===== src/rtl/lz_window_token_decoder_assert.svh =====
// Assertion macros shared by the decoder modules.
`ifndef LZ_WINDOW_TOKEN_DECODER_ASSERT_SVH
`define LZ_WINDOW_TOKEN_DECODER_ASSERT_SVH
`ifndef SYNTHESIS
`define LZWD_ASSERT(lbl, prop, msg) \
   lbl: assert property (@(posedge clock) disable iff (reset) prop) else $error(msg);
`define LZWD_ASSERT_NEXT(lbl, ante, cons, msg) \
   lbl: assert property (@(posedge clock) disable iff (reset) ante |=> cons) else $error(msg);
`else
`define LZWD_ASSERT(lbl, prop, msg)
`define LZWD_ASSERT_NEXT(lbl, ante, cons, msg)
`endif
`endif


===== src/rtl/lzwd_pkg.sv =====
package lzwd_pkg;

   localparam int HIST_AW    = 12;
   localparam int HIST_DEPTH = 1 << HIST_AW;

   localparam int CSR_AW = 4;

   localparam logic [1:0] REG_DECODED_SIZE  = 2'd0;
   localparam logic [1:0] REG_SKIP_COUNT    = 2'd1;
   localparam logic [1:0] REG_OUTPUT_LENGTH = 2'd2;

   localparam logic [31:0] OUTPUT_LENGTH_RESET = 32'd1;

   localparam logic [11:0] DIST_MASK       = 12'hFFF;
   localparam logic [8:0]  LONG_COUNT_BIAS = 9'h12;
   localparam logic [8:0]  SHORT_COUNT_BIAS = 9'd2;
   localparam logic [3:0]  LANES           = 4'd8;

   typedef struct packed {
      logic [31:0] decoded_size;
      logic [31:0] skip_count;
      logic [31:0] output_length;
      logic        skip_we;
      logic        length_we;
      logic [31:0] wdata;
   } cfg_type;

   typedef struct packed {
      logic       byte_valid;
      logic [7:0] data;
      logic       flush_valid;
      logic       last;
      logic       err;
   } pack_cmd_type;

   typedef struct packed {
      logic slot_free;
      logic lanes_full;
   } pack_status_type;

endpackage


===== src/rtl/lzwd_packer.sv =====
`include "lz_window_token_decoder_assert.svh"

module lzwd_packer (
   input  logic                     clock,
   input  logic                     reset,
   input  lzwd_pkg::pack_cmd_type    cmd,
   output lzwd_pkg::pack_status_type status,
   output logic                     rsp_valid,
   input  logic                     rsp_stall,
   output logic [63:0]              rsp_out_bytes,
   output logic [3:0]               rsp_byte_count,
   output logic                     rsp_last,
   output logic                     rsp_error
);
   import lzwd_pkg::*;

   logic [7:0]  lane_ff [8];
   logic [7:0]  lane_in [8];
   logic [3:0]  fill_ff;
   logic [3:0]  fill_in;
   logic        valid_ff;
   logic        valid_in;
   logic [63:0] bytes_ff;
   logic [63:0] bytes_in;
   logic [3:0]  count_ff;
   logic [3:0]  count_in;
   logic        last_ff;
   logic        last_in;
   logic        err_ff;
   logic        err_in;
   logic        slot_free;
   logic        push;
   logic [63:0] lane_word;

   assign slot_free = !valid_ff || !rsp_stall;
   assign status.slot_free  = slot_free;
   assign status.lanes_full = (fill_ff == LANES);

   always_comb begin
      for (int k = 0; k < 8; k++) begin
         lane_word[8*k +: 8] = lane_ff[k];
      end
   end

   always_comb begin
      for (int k = 0; k < 8; k++) begin
         lane_in[k] = lane_ff[k];
      end
      fill_in  = fill_ff;
      push     = 1'b0;
      bytes_in = bytes_ff;
      count_in = count_ff;
      last_in  = last_ff;
      err_in   = err_ff;

      if (cmd.byte_valid) begin
         if (fill_ff == LANES) begin
            // A full group is held until a further byte shows it is not the last, or until a flush sends it.
            push     = 1'b1;
            bytes_in = lane_word;
            count_in = LANES;
            last_in  = 1'b0;
            err_in   = 1'b0;
            for (int k = 0; k < 8; k++) begin
               lane_in[k] = 8'd0;
            end
            lane_in[0] = cmd.data;
            fill_in    = 4'd1;
         end else begin
            lane_in[fill_ff[2:0]] = cmd.data;
            fill_in               = fill_ff + 4'd1;
         end
      end else if (cmd.flush_valid) begin
         if (fill_ff != 4'd0 || cmd.last) begin
            push     = 1'b1;
            bytes_in = lane_word;
            count_in = fill_ff;
            last_in  = cmd.last;
            err_in   = cmd.err;
         end
         for (int k = 0; k < 8; k++) begin
            lane_in[k] = 8'd0;
         end
         fill_in = 4'd0;
      end

      if (push) begin
         valid_in = 1'b1;
      end else if (rsp_stall) begin
         valid_in = valid_ff;
      end else begin
         valid_in = 1'b0;
      end
   end

   always_ff @(posedge clock) begin
      if (reset) begin
         for (int k = 0; k < 8; k++) begin
            lane_ff[k] <= 8'd0;
         end
         fill_ff  <= 4'd0;
         valid_ff <= 1'b0;
      end else begin
         lane_ff  <= lane_in;
         fill_ff  <= fill_in;
         valid_ff <= valid_in;
      end
      if (push) begin
         bytes_ff <= bytes_in;
         count_ff <= count_in;
         last_ff  <= last_in;
         err_ff   <= err_in;
      end
   end

   assign rsp_valid      = valid_ff;
   assign rsp_out_bytes  = bytes_ff;
   assign rsp_byte_count = count_ff;
   assign rsp_last       = last_ff;
   assign rsp_error      = err_ff;

   `LZWD_ASSERT(a_fill_range, (fill_ff <= LANES), "lane fill exceeds eight")
   `LZWD_ASSERT(a_push_has_room, (push |-> slot_free), "result pushed over a held result")
   `LZWD_ASSERT(a_empty_is_last, (valid_ff |-> (count_ff != 4'd0 || last_ff)),
                "empty result without last")

endmodule


===== config.mk =====
export PLATFORM = sky130hd
export DESIGN_NAME = lzwd_packer
export DESIGN_NICKNAME = d
export VERILOG_FILES = /design/src/rtl/lzwd_pkg.sv /design/src/rtl/lzwd_packer.sv
export VERILOG_INCLUDE_DIRS = /design/src /design/src/rtl
export SDC_FILE = /design/constraint.sdc
export NUM_CORES = 1
export LEC_CHECK = 0
export BUFFER_PORTS_ARGS = -buffer_cell sky130_fd_sc_hd__buf_2
export CORE_MARGIN = 5
export CORE_UTILIZATION = 35
export CTS_CLUSTER_SIZE = 40
export DETAILED_ROUTE_END_ITERATION = 16
export HOLD_SLACK_MARGIN = 0.06
export SYNTH_ARGS = -nofsm -noshare
export SYNTH_HDL_FRONTEND = slang
export SYNTH_SLANG_ARGS = --single-unit

===== constraint.sdc =====
create_clock -name clock -period 9.5 [get_ports clock]
set_input_delay 1.9 -clock clock [delete_from_list [all_inputs] [get_ports clock]]
set_output_delay 1.9 -clock clock [all_outputs]
set_load 0.05 [all_outputs]

==> metrics.md <==
| Metric | Value |
|---|---|
| Via count | 3357 |
| Final Max Tran Viols | 0 |
| Average instance area after synthesis | 12.88 um^2 |
| Clock edge transition at the registers on the reported setup and hold paths | 0.06 ns |
| Share of async-settable or async-resettable flops after synthesis | 0% |
| Leading cell types by total area after synthesis | sky130_fd_sc_hd__edfxtp_1, sky130_fd_sc_hd__dfxtp_1, sky130_fd_sc_hd__mux2i_1, sky130_fd_sc_hd__nand2b_1, sky130_fd_sc_hd__a21oi_1 |
| Number of different library cells in the post-synthesis netlist | 38 |
| Post-synthesis sequential area ratio | 67.43% |
| Cell accounting for the most synthesized area | sky130_fd_sc_hd__edfxtp_1 |
| CTS tree | done |
| Drt via density | 4.981 |
| Critical path depth in cells | 5 |
| Effective utilization at floorplan | 35.68% |
| Number of global-route vias before repair | 3328 |
| Count of TritonRoute iterations in the first routing pass | 5 |
| Number of H-tree levels | 4 |
| Number of buffers inserted during clock tree synthesis | 17 |
| Number of remaining DRC errors | 0 |
| Wire length of the first global-routing pass | 17830 um |
| Kind of cell with the highest combined delay on the critical path | flip-flops |
| Critical path's slowest cell | sky130_fd_sc_hd__dfxtp_1 |
| Beginning of the worst register-to-register path | fill_ff[0]$_SDFFE_PP0P_ |
| Design Power | 1.384 mW |
| Data required time of the worst path | 7.60 ns |
| Post-DP HPWL | 7388 um |
| Layout Cells excl Fill | 674 |
| Critical Path End Type | output pin |
| Kind of launch point of the worst setup path | flip-flop |
| Top cell type's share of synthesized area | 40.69% |
| Number of enable flip-flop cells after synthesis | 70 |
| Gr ovfl total | 0 |
| Minimum clock period after layout | 4.274 ns |
| Cell Count Post-Placement | 642 |
| Hold Crit Depth | 0 |
| Main flop type after synthesis | sky130_fd_sc_hd__edfxtp_1 |
| Critical-path maximum fanout | 16 |
| Slack of the worst reg-to-reg path | 6.29 ns |
| Clock Tree Buf Depth | 2 |
| End of the worst register-to-register path | rsp_out_bytes[0]$_DFFE_PP_ |
| Fill count | 1366 |
| Pin count of the biggest net entering global routing | 79 |
| Antenna Nets Post-Route | 0 |
| I/O Pins | 88 |
| Antenna violations before repair | 0 |
| Buf+Inv Stages, Crit Path | 3 |
| Core area | 14480 um^2 |
| DP Area | 5707 um^2 |
| Static leakage | 2.308 nW |
| Number of input and output port buffers inserted | 87 |
| Diodes inserted | 0 |
| Per-cell routed wire length | 16.69 um |
| RSZ-0062 raised after global routing | false |
| Hold Buf Count CTS | 0 |
| Critical path arrival | 2.37 ns |
| Total Nets Final | 494 |
| Classification of the worst setup path | reg -> out |
| Most used cell, CP | sky130_fd_sc_hd__inv_1 |
| Highest clock rate | 0.2340 GHz |
| Max-cap viol count | 0 |
| Portion of the clock cycle consumed by the worst path in the final layout | 44.99% |
| Sink Count | 139 |
| Final setup fails | 0 |
| Global placer's final weighted congestion | 0.7429 |
| Syn Nets | 418 |
| Placement row count | 44 |
| Area added between synthesis and finish | 21.09% |
| Mapped Cells | 401 |
| Final setup skew | 0.01218 ns |
| #FFs+latches synth | 139 |
| Yosys warns | 0 |
| Worst slew margin | 31.10% |
| Final count of hold timing violations | 0 |
| Final Hold Slack | 0.4283 ns |
| Max stage delay on crit path | 0.66 ns |
| Buffers inserted during post-CTS setup optimization | 0 |
| Source of the worst hold timing path | lane_ff[0]$_SDFFE_PP0P_ |
| P per Cell Area | 221.3 nW/um^2 |
| Setup_tns | 0 ns |
| Result of the run | finished clean |
| Die ar. | 17290 um^2 |
| Floorplan die height | 131.5 um |
| Worst r2r path cells | 6 |
| Post-synthesis cell area | 5166 um^2 |
| Slew at the pin closest to its max-slew limit | 1.030 ns |
| Drt initial violations | 248 |
| Horizontal extent of the die | 131.5 um |
| Layout cells sized above 1 | 26.12% |
| Final cell area excluding filler cells | 6256 um^2 |
| Overall routing resource usage | 12.96% |
| CTS root buf | sky130_fd_sc_hd__clkbuf_16 |
| Insertion delay of the later-clocked pin in the worst-skew pair | 0.42 ns |
| Cells along the critical path | inv_1, ha_1, nand3b_1, inv_1, buf_2 |
| Largest vdd supply drop | 0.1146 mV |
| Routed wire length | 11250 um |
| Hold crit path type | reg -> reg |
| Number of cells upsized or downsized after cts | 0 |
| Endpoint of the worst hold-timing path | rsp_out_bytes[56]$_DFFE_PP_ |
-- metrics by stage --
step,utilization [%],setup WS (ns)
6_report,43.21,5.226
5_1_grt,43.21,5.065
4_1_cts,43.21,5.221
3_5_place_dp,39.41,4.987
3_3_place_gp,39.41,5.071
2_1_floorplan,-,2.919
-- area by class of cell --
type                            instances  area (um^2)  share of cell area (%)
Clock buffer                           19        432.9                   6.920
Tap cell                              184        230.2                   3.680
Inverter                                9        33.78                  0.5400
Timing Repair Buffer                   91        465.4                   7.440
Sequential cell                       139         3483                   55.68
Clock inverter                         13        116.4                   1.860
Multi-Input combinational cell        219         1494                   23.88
-- Yosys cell counts (2+ instances only) --
cell type                  instances
sky130_fd_sc_hd__nand4b_1         12
sky130_fd_sc_hd__nand3_1          14
sky130_fd_sc_hd__inv_1             9
sky130_fd_sc_hd__a21oi_1          36
sky130_fd_sc_hd__nor3b_1           2
sky130_fd_sc_hd__nor2b_1           5
sky130_fd_sc_hd__and4b_1           2
sky130_fd_sc_hd__clkbuf_1         12
sky130_fd_sc_hd__nand3b_1          2
sky130_fd_sc_hd__mux2i_1          26
sky130_fd_sc_hd__nor2_1            6
sky130_fd_sc_hd__buf_1             3
sky130_fd_sc_hd__o211ai_1          8
sky130_fd_sc_hd__o32ai_1           7
sky130_fd_sc_hd__o311a_1           2
sky130_fd_sc_hd__buf_2            11
sky130_fd_sc_hd__nand2b_1         31
sky130_fd_sc_hd__buf_4             6
sky130_fd_sc_hd__nand2_1          25
sky130_fd_sc_hd__ha_1              2
sky130_fd_sc_hd__edfxtp_1         70
sky130_fd_sc_hd__dfxtp_1          69
sky130_fd_sc_hd__nand4_1          26
-- report_power, final --
group	switching (mW)	internal, mW	total [mW]	leakage (nW)
clock	0.246	0.361	0.608	0.265
combinational	0.0884	0.0272	0.116	0.809
sequential	0.00945	0.651	0.661	1.23
-- metal layers --
| layer | vias to the layer above | routed length, um | global-route usage (%) |
|---|---|---|---|
| li1 | 1635 | - | - |
| met1 | 1622 | 4980 | 16.42 |
| met2 | 90 | 5518 | 20.82 |
| met3 | 10 | 613 | 3.784 |
| met4 | 0 | 138 | 5.314 |
| met5 | - | 0 | 0 |
-- cell usage in the layout (no fill, tap or decap), types with 9 or more instances in the layout --
cell and instances:
sky130_fd_sc_hd__a21oi_1 36, sky130_fd_sc_hd__buf_2 87, sky130_fd_sc_hd__clkbuf_16 17, sky130_fd_sc_hd__dfxtp_1 69, sky130_fd_sc_hd__edfxtp_1 70, sky130_fd_sc_hd__inv_1 9, sky130_fd_sc_hd__mux2i_1 26, sky130_fd_sc_hd__nand2_1 25
sky130_fd_sc_hd__nand2b_1 31, sky130_fd_sc_hd__nand3_1 14, sky130_fd_sc_hd__nand4_1 26, sky130_fd_sc_hd__nand4b_1 12
-- sequential cells by signal (all words and copies together), names as in the netlist --
register / cells
fill_ff: 4
rsp_out_bytes: 64
rsp_valid: 1
lane_ff: 64
rsp_last: 1
rsp_byte_count: 4
rsp_error: 1
-- worst reg2reg max path, cell delays in order, from the launching register on --
cell                        delay, ns
sky130_fd_sc_hd__dfxtp_1         0.66
sky130_fd_sc_hd__inv_1           0.13
sky130_fd_sc_hd__ha_1            0.30
sky130_fd_sc_hd__nor3b_1         0.18
sky130_fd_sc_hd__nor2_1          0.21
sky130_fd_sc_hd__a2bb2oi_4       0.78
sky130_fd_sc_hd__buf_4           0.56
-- how the worst max path moves through the flow --
| stage | startpoint | to |
|---|---|---|
| CTS | rsp_stall | status[1] |
| floorplan | cmd[11] | rsp_byte_count[0]$_SDFFCE_PP0P_ |
| global route | fill_ff[0]$_SDFFE_PP0P_ | status[0] |
| detailed placement | cmd[11] | rsp_out_bytes[60]$_DFFE_PP_ |
| global placement | cmd[11] | rsp_out_bytes[56]$_DFFE_PP_ |
| finish | fill_ff[0]$_SDFFE_PP0P_ | status[0] |
-- cell families after synthesis --
group	share of synthesized area, %
flops	67.43
simple gates	14.87
compound gates	8.186
buf+inv	3.996
mux	5.038
fa+ha+maj	0.4843
Power figures use the tool's default switching activity.
