`src/rtl/lz_window_token_decoder_assert.svh`:
```
// Assertion macros shared by the decoder modules.
`ifndef LZ_WINDOW_TOKEN_DECODER_ASSERT_SVH
`define LZ_WINDOW_TOKEN_DECODER_ASSERT_SVH
`ifndef SYNTHESIS
`define LZWD_ASSERT(lbl, prop, msg) \
   lbl: assert property (@(posedge clock) disable iff (reset) prop) else $error(msg);
`define LZWD_ASSERT_NEXT(lbl, ante, cons, msg) \
   lbl: assert property (@(posedge clock) disable iff (reset) ante |=> cons) else $error(msg);
`else
`define LZWD_ASSERT(lbl, prop, msg)
`define LZWD_ASSERT_NEXT(lbl, ante, cons, msg)
`endif
`endif

```
`src/rtl/lzwd_pkg.sv`:
```
package lzwd_pkg;

   localparam int HIST_AW    = 12;
   localparam int HIST_DEPTH = 1 << HIST_AW;

   localparam int CSR_AW = 4;

   localparam logic [1:0] REG_DECODED_SIZE  = 2'd0;
   localparam logic [1:0] REG_SKIP_COUNT    = 2'd1;
   localparam logic [1:0] REG_OUTPUT_LENGTH = 2'd2;

   localparam logic [31:0] OUTPUT_LENGTH_RESET = 32'd1;

   localparam logic [11:0] DIST_MASK       = 12'hFFF;
   localparam logic [8:0]  LONG_COUNT_BIAS = 9'h12;
   localparam logic [8:0]  SHORT_COUNT_BIAS = 9'd2;
   localparam logic [3:0]  LANES           = 4'd8;

   typedef struct packed {
      logic [31:0] decoded_size;
      logic [31:0] skip_count;
      logic [31:0] output_length;
      logic        skip_we;
      logic        length_we;
      logic [31:0] wdata;
   } cfg_type;

   typedef struct packed {
      logic       byte_valid;
      logic [7:0] data;
      logic       flush_valid;
      logic       last;
      logic       err;
   } pack_cmd_type;

   typedef struct packed {
      logic slot_free;
      logic lanes_full;
   } pack_status_type;

endpackage

```
`src/rtl/lzwd_ctrl.sv`:
```
`include "lz_window_token_decoder_assert.svh"

module lzwd_ctrl (
   input  logic                          clock,
   input  logic                          reset,
   input  logic                          req_valid,
   output logic                          req_stall,
   input  logic                          req_is_literal,
   input  logic [7:0]                    req_data_byte,
   input  logic [15:0]                   req_link_word,
   input  lzwd_pkg::cfg_type             cfg,
   output logic                          ram_wr_en,
   output logic [lzwd_pkg::HIST_AW-1:0]  ram_wr_addr,
   output logic [7:0]                    ram_wr_data,
   output logic                          ram_rd_en,
   output logic [lzwd_pkg::HIST_AW-1:0]  ram_rd_addr,
   input  logic [7:0]                    ram_rd_data,
   output lzwd_pkg::pack_cmd_type        pack_cmd,
   input  lzwd_pkg::pack_status_type     pack_status
);
   import lzwd_pkg::*;

   typedef enum logic [2:0] {
      ST_IDLE,
      ST_LIT,
      ST_CALC,
      ST_RD,
      ST_WR,
      ST_FLUSH
   } state_type;

   state_type    state_ff;
   state_type    state_in;
   logic [31:0]  pos_ff;
   logic [31:0]  pos_in;
   logic [31:0]  skip_left_ff;
   logic [31:0]  skip_left_in;
   logic [31:0]  emit_left_ff;
   logic [31:0]  emit_left_in;
   logic         finished_ff;
   logic         finished_in;
   logic         done_ff;
   logic         done_in;
   logic         err_ff;
   logic         err_in;
   logic [7:0]   data_ff;
   logic [7:0]   data_in;
   logic [15:0]  link_ff;
   logic [15:0]  link_in;
   logic [8:0]   count_ff;
   logic [8:0]   count_in;

   logic [8:0]   raw_count;
   logic [31:0]  room;
   logic [12:0]  copy_dist;
   logic [7:0]   next_byte;
   logic         byte_blocked;
   logic         window_bad;
   logic         flush_last;

   assign copy_dist = {1'b0, link_ff[11:0] & DIST_MASK} + 13'd1;
   assign raw_count = (link_ff[15:12] == 4'd0) ? ({1'b0, data_ff} + LONG_COUNT_BIAS)
                                               : ({5'd0, link_ff[15:12]} + SHORT_COUNT_BIAS);
   assign room = cfg.decoded_size - pos_ff;
   assign next_byte = (state_ff == ST_LIT) ? data_ff : ram_rd_data;
   assign byte_blocked = (skip_left_ff == 32'd0) && pack_status.lanes_full
                         && !pack_status.slot_free;
   assign window_bad = (cfg.output_length == 32'd0) || (cfg.skip_count > cfg.decoded_size)
                       || (emit_left_ff == 32'd0);
   assign flush_last = done_ff || (pos_ff >= cfg.decoded_size);
   assign req_stall = (state_ff != ST_IDLE);

   always_comb begin
      state_in     = state_ff;
      pos_in       = pos_ff;
      skip_left_in = skip_left_ff;
      emit_left_in = emit_left_ff;
      finished_in  = finished_ff;
      done_in      = done_ff;
      err_in       = err_ff;
      data_in      = data_ff;
      link_in      = link_ff;
      count_in     = count_ff;
      ram_wr_en    = 1'b0;
      ram_wr_addr  = pos_ff[HIST_AW-1:0];
      ram_wr_data  = next_byte;
      ram_rd_en    = 1'b0;
      ram_rd_addr  = pos_ff[HIST_AW-1:0] - HIST_AW'(copy_dist);
      pack_cmd     = '0;
      pack_cmd.data = next_byte;

      case (state_ff)
         ST_IDLE: begin
            if (req_valid && !finished_ff) begin
               data_in = req_data_byte;
               link_in = req_link_word;
               done_in = 1'b0;
               err_in  = 1'b0;
               if (window_bad) begin
                  done_in  = 1'b1;
                  err_in   = 1'b1;
                  state_in = ST_FLUSH;
               end else if (req_is_literal) begin
                  state_in = ST_LIT;
               end else begin
                  state_in = ST_CALC;
               end
            end
         end
         ST_CALC: begin
            if (pos_ff >= cfg.decoded_size) begin
               count_in = 9'd0;
            end else if (room < {23'd0, raw_count}) begin
               count_in = room[8:0];
            end else begin
               count_in = raw_count;
            end
            state_in = ST_RD;
         end
         ST_RD: begin
            if (count_ff == 9'd0 || done_ff) begin
               state_in = ST_FLUSH;
            end else begin
               ram_rd_en = 1'b1;
               state_in  = ST_WR;
            end
         end
         ST_LIT, ST_WR: begin
            if (!byte_blocked) begin
               ram_wr_en = 1'b1;
               pos_in    = pos_ff + 32'd1;
               if (skip_left_ff != 32'd0) begin
                  skip_left_in = skip_left_ff - 32'd1;
               end else begin
                  pack_cmd.byte_valid = 1'b1;
                  emit_left_in        = emit_left_ff - 32'd1;
                  if (emit_left_ff == 32'd1) begin
                     done_in = 1'b1;
                  end
               end
               if (state_ff == ST_LIT) begin
                  state_in = ST_FLUSH;
               end else begin
                  count_in = count_ff - 9'd1;
                  state_in = ST_RD;
               end
            end
         end
         ST_FLUSH: begin
            if (pack_status.slot_free) begin
               pack_cmd.flush_valid = 1'b1;
               pack_cmd.last        = flush_last;
               pack_cmd.err         = err_ff;
               if (flush_last) begin
                  finished_in = 1'b1;
               end
               state_in = ST_IDLE;
            end
         end
         default: begin
            state_in = ST_IDLE;
         end
      endcase

      if (cfg.skip_we) begin
         skip_left_in = cfg.wdata;
      end
      if (cfg.length_we) begin
         emit_left_in = cfg.wdata;
      end
   end

   always_ff @(posedge clock) begin
      if (reset) begin
         state_ff     <= ST_IDLE;
         pos_ff       <= 32'd0;
         skip_left_ff <= 32'd0;
         emit_left_ff <= OUTPUT_LENGTH_RESET;
         finished_ff  <= 1'b0;
         done_ff      <= 1'b0;
         err_ff       <= 1'b0;
         count_ff     <= 9'd0;
      end else begin
         state_ff     <= state_in;
         pos_ff       <= pos_in;
         skip_left_ff <= skip_left_in;
         emit_left_ff <= emit_left_in;
         finished_ff  <= finished_in;
         done_ff      <= done_in;
         err_ff       <= err_in;
         count_ff     <= count_in;
      end
      data_ff <= data_in;
      link_ff <= link_in;
   end

   `LZWD_ASSERT(a_copy_has_count, ((state_ff == ST_WR) |-> (count_ff != 9'd0)),
                "copy step entered with no bytes left")
   `LZWD_ASSERT(a_skip_before_emit, (pack_cmd.byte_valid |-> (skip_left_ff == 32'd0)),
                "byte emitted while still skipping")
   `LZWD_ASSERT(a_finish_from_flush, ($rose(finished_ff) |-> $past(state_ff == ST_FLUSH)),
                "decode finished outside the flush step")
   `LZWD_ASSERT_NEXT(a_read_then_write, (state_ff == ST_RD && ram_rd_en),
                     (state_ff == ST_WR), "history read not followed by its write")

endmodule

```
`config.mk`:
```
export PLATFORM = sky130hd
export DESIGN_NAME = lzwd_ctrl
export DESIGN_NICKNAME = d
export VERILOG_FILES = /design/src/rtl/lzwd_pkg.sv /design/src/rtl/lzwd_ctrl.sv
export VERILOG_INCLUDE_DIRS = /design/src /design/src/rtl
export SDC_FILE = /design/constraint.sdc
export NUM_CORES = 1
export LEC_CHECK = 0
export BUFFER_PORTS_ARGS = -buffer_cell sky130_fd_sc_hd__buf_2
export CAP_MARGIN = 20
export CORE_ASPECT_RATIO = 0.75
export CORE_MARGIN = 2
export CORE_UTILIZATION = 40
export DETAILED_ROUTE_END_ITERATION = 6
export PLACE_DENSITY = 0.6
export SKIP_CTS_REPAIR_TIMING = 1
export SLEW_MARGIN = 20
export SYNTH_ARGS = -nofsm -noshare
export SYNTH_HDL_FRONTEND = slang
export SYNTH_SLANG_ARGS = --single-unit
```
`constraint.sdc`:
```
create_clock -name clock -period 13.2 [get_ports clock]
set_input_delay 2.64 -clock clock [delete_from_list [all_inputs] [get_ports clock]]
set_output_delay 2.64 -clock clock [all_outputs]
set_load 0.02 [all_outputs]
```
==> metrics.txt <==
final hold vios=0; clk_lat worst skew=430 ps; first-pass GRT wire length=46400 µm; router iterations before antenna repair=5; min cycle time layout=8100 ps; HPWL Detailed=23400 µm; Synth Instances=about 1.4k; post-synth cell types=77; initial antenna violation count=2; Inserted Clock Buffers=17; PD cells=around 130 mW/mm²; FILL cells=2626; initial core utilization=roughly two fifths; Peak VDD IR=0.117 mV; Crit Path Class=input pin to primary output; syn nets=1619; max-slew violation count=0; Vias/cell=5.25; slew margin rel.=27.2%; Hold Crit Class=flip-flop to flip-flop; cell row count=around 50; static leakage=5.26 nW; Clock Skew=15.5 ps; CTS Sinks=between 100 and 150; port bufs=214; final worst slack=5100 ps; Setup-failing EPs final=0; startpoint types=input pin; Seq/Total Area, Yosys=between 20% and 30%; Post-Syn Area=0.0106 mm²; DR DRC count=0; core area=0.0260 mm²; Seq cells post-synth=135; gp weighted congestion=0.887; Hold Slack=494 ps; Die X-Extent=~190 µm; initial drt markers=a little under 700; WL/cell=15.8 µm; syn avg cell area=7.77 µm²; Fmax=123 MHz; RSZ-0062 raised after global routing=no; Final ANT Viol Nets=0; ys async rst share=0%; CTS tree=done; largest net degree at the start of global routing=a little over 60; synth warn=0; IO Pins=215; part of the cycle the worst path needs=61.3%; Post-synth EDFFs=24; CP Data Arrival Time=5460 ps; Routed Wire Length=slightly below 30000 µm; vias=roughly 9.9k; vias in the first global route=8890; Max Cap Viol=0; H-tree levels=4; Crit. End Element=primary output; worst-margin pin slew=1090 ps; clock root cell=clkbuf_16; layout cells sized above 1=18.0%; nets@finish=1790; total grt overflow=0; worst slack, placed=between 5000 and 6000 ps; top_reg_cell synth=dfxtp_1; CP required=10560 ps; Reg clk slew, reported paths=roughly 60 ps; die area=0.0277 mm²; Placed Cells=1854; setup tns final=0 ps; outcome=finished, final reports clean; Crit Path Max Fanout=9; final std cells w/o fill=1889; All-Layer GR Usage=approximately 21%; Die Y=145 µm; Bufs on Longest Clock Path=2; Pwr Total=1.63 mW; synthesis-to-layout area growth=16.9%
## cell usage after synthesis (6+ instances only)
| cell type | number | area, µm² |
|---|---|---|
| a21oi_1 | 113 | 566 |
| nand2b_1 | 22 | 138 |
| nand3_1 | 33 | 165 |
| nor2b_1 | 18 | 113 |
| buf_4 | 20 | 150 |
| dfxtp_1 | 111 | 2220 |
| nor4_1 | 29 | 181 |
| mux2_2 | 11 | 124 |
| nand2_1 | 78 | 293 |
| nor3_1 | 48 | 240 |
| xnor2_1 | 83 | 727 |
| nand4_1 | 29 | 181 |
| o21a_1 | 7 | 52.6 |
| o21ai_0 | 53 | 265 |
| a21o_1 | 30 | 225 |
| xor2_1 | 33 | 289 |
| inv_1 | 104 | 390 |
| nor2_1 | 214 | 803 |
| a211oi_1 | 11 | 82.6 |
| and3_1 | 8 | 50.1 |
| ha_1 | 91 | 1140 |
| clkbuf_1 | 39 | 146 |
| or4_1 | 6 | 45.0 |
| or3_1 | 21 | 131 |
| edfxtp_1 | 24 | 721 |
| mux2i_1 | 19 | 190 |
## layout make-up
| type | instances | area, µm² | share of cell area (%) |
|---|---|---|---|
| flip-flops and latches | 135 | 2940 | 23.9 |
| inverters | 104 | 390 | 3.17 |
| multi-input cells | 1053 | 6890 | 55.9 |
| well taps | 344 | 430 | 3.49 |
| clock inverters | 8 | 96.3 | 0.781 |
| repair buffers | 218 | 1110 | 8.97 |
| clock buffers | 24 | 462 | 3.74 |
| diodes | 3 | 7.51 | 0.0609 |
## power breakdown
group          internal [mW]  leakage [nW]  total [mW]  switching [mW]
clock network          0.283         0.277       0.471           0.188
logic                  0.254          3.85       0.638           0.384
registers              0.474          1.13       0.524          0.0507
total                   1.01          5.26        1.63           0.623
## state kept, by name (all words and copies together) (netlist names)
name and cells:
finished_ff 1, data_ff 8, skip_left_ff 32, emit_left_ff 32, done_ff 1, err_ff 1, link_ff 16, count_ff 9
state_ff 3, pos_ff 32
## cell families after synthesis
logic type / Yosys count / synth area share, %
buffers and inverters: 170 / 6.87
AO/OA/AOI/OAI: 279 / 16.8
adder cells (fa/ha/maj): 93 / 11.2
flip-flops: 135 / 27.9
AND/OR/NAND/NOR: 535 / 24.7
XOR/XNOR: 116 / 9.63
multiplexers: 30 / 2.98
## per-stage QoR
step                cell area (µm²)  util (%)
global placement              11800      45.3
floorplan                     10600         -
detailed placement            11800      45.3
CTS                           12300      47.4
finish                        12300      47.5
global route                  12300      47.5
## cell usage in the layout (no fill, tap or decap), types with 8 or more instances in the layout
master,Yosys,layout
and3_1,8,8
xor2_1,33,33
a21oi_1,113,113
buf_2,3,212
nor3_1,48,47
edfxtp_1,24,24
o21ai_0,53,53
mux2i_1,19,19
nor2b_1,18,18
nand4_1,29,29
inv_1,104,104
nor2_1,214,214
nand2b_1,22,22
nand2_1,78,78
nand3_1,33,33
a211oi_1,11,11
ha_1,91,91
nor4_1,29,28
dfxtp_1,111,111
clkbuf_16,0,17
xnor2_1,83,83
or3_1,21,21
a21o_1,30,30
mux2_2,11,11
## path summary, 6_finish.rpt
| check | slack [ps] | depth (start not counted) | to | from |
|---|---|---|---|---|
| min reg2reg | 490 | 2 | err_ff | err_ff |
| min | 490 | 2 | err_ff | err_ff |
| max | 5100 | 11 | pack_cmd[1] | cfg[121] |
| max reg2reg | 8310 | 19 | count_ff[0] | pos_ff[1] |
## layer usage
| layer | vias to the layer above | routed length [µm] | GRT usage [%] |
|---|---|---|---|
| met4 | 0 | 424 | 6.03 |
| met1 | 4479 | 15300 | 32.5 |
| met5 | - | 0 | 0 |
| li1 | 5096 | - | - |
| met2 | 323 | 11800 | 29.6 |
| met3 | 20 | 2200 | 5.29 |
## critical path: stages
cell	delay (ps)
buf_2	110
ha_1	410
a21oi_1	280
o21ai_0	190
a221o_1	330
a221oi_1	320
o31ai_1	180
a221o_1	350
a21oi_1	200
o31a_1	240
buf_2	190
Power figures use the tool's default switching activity.
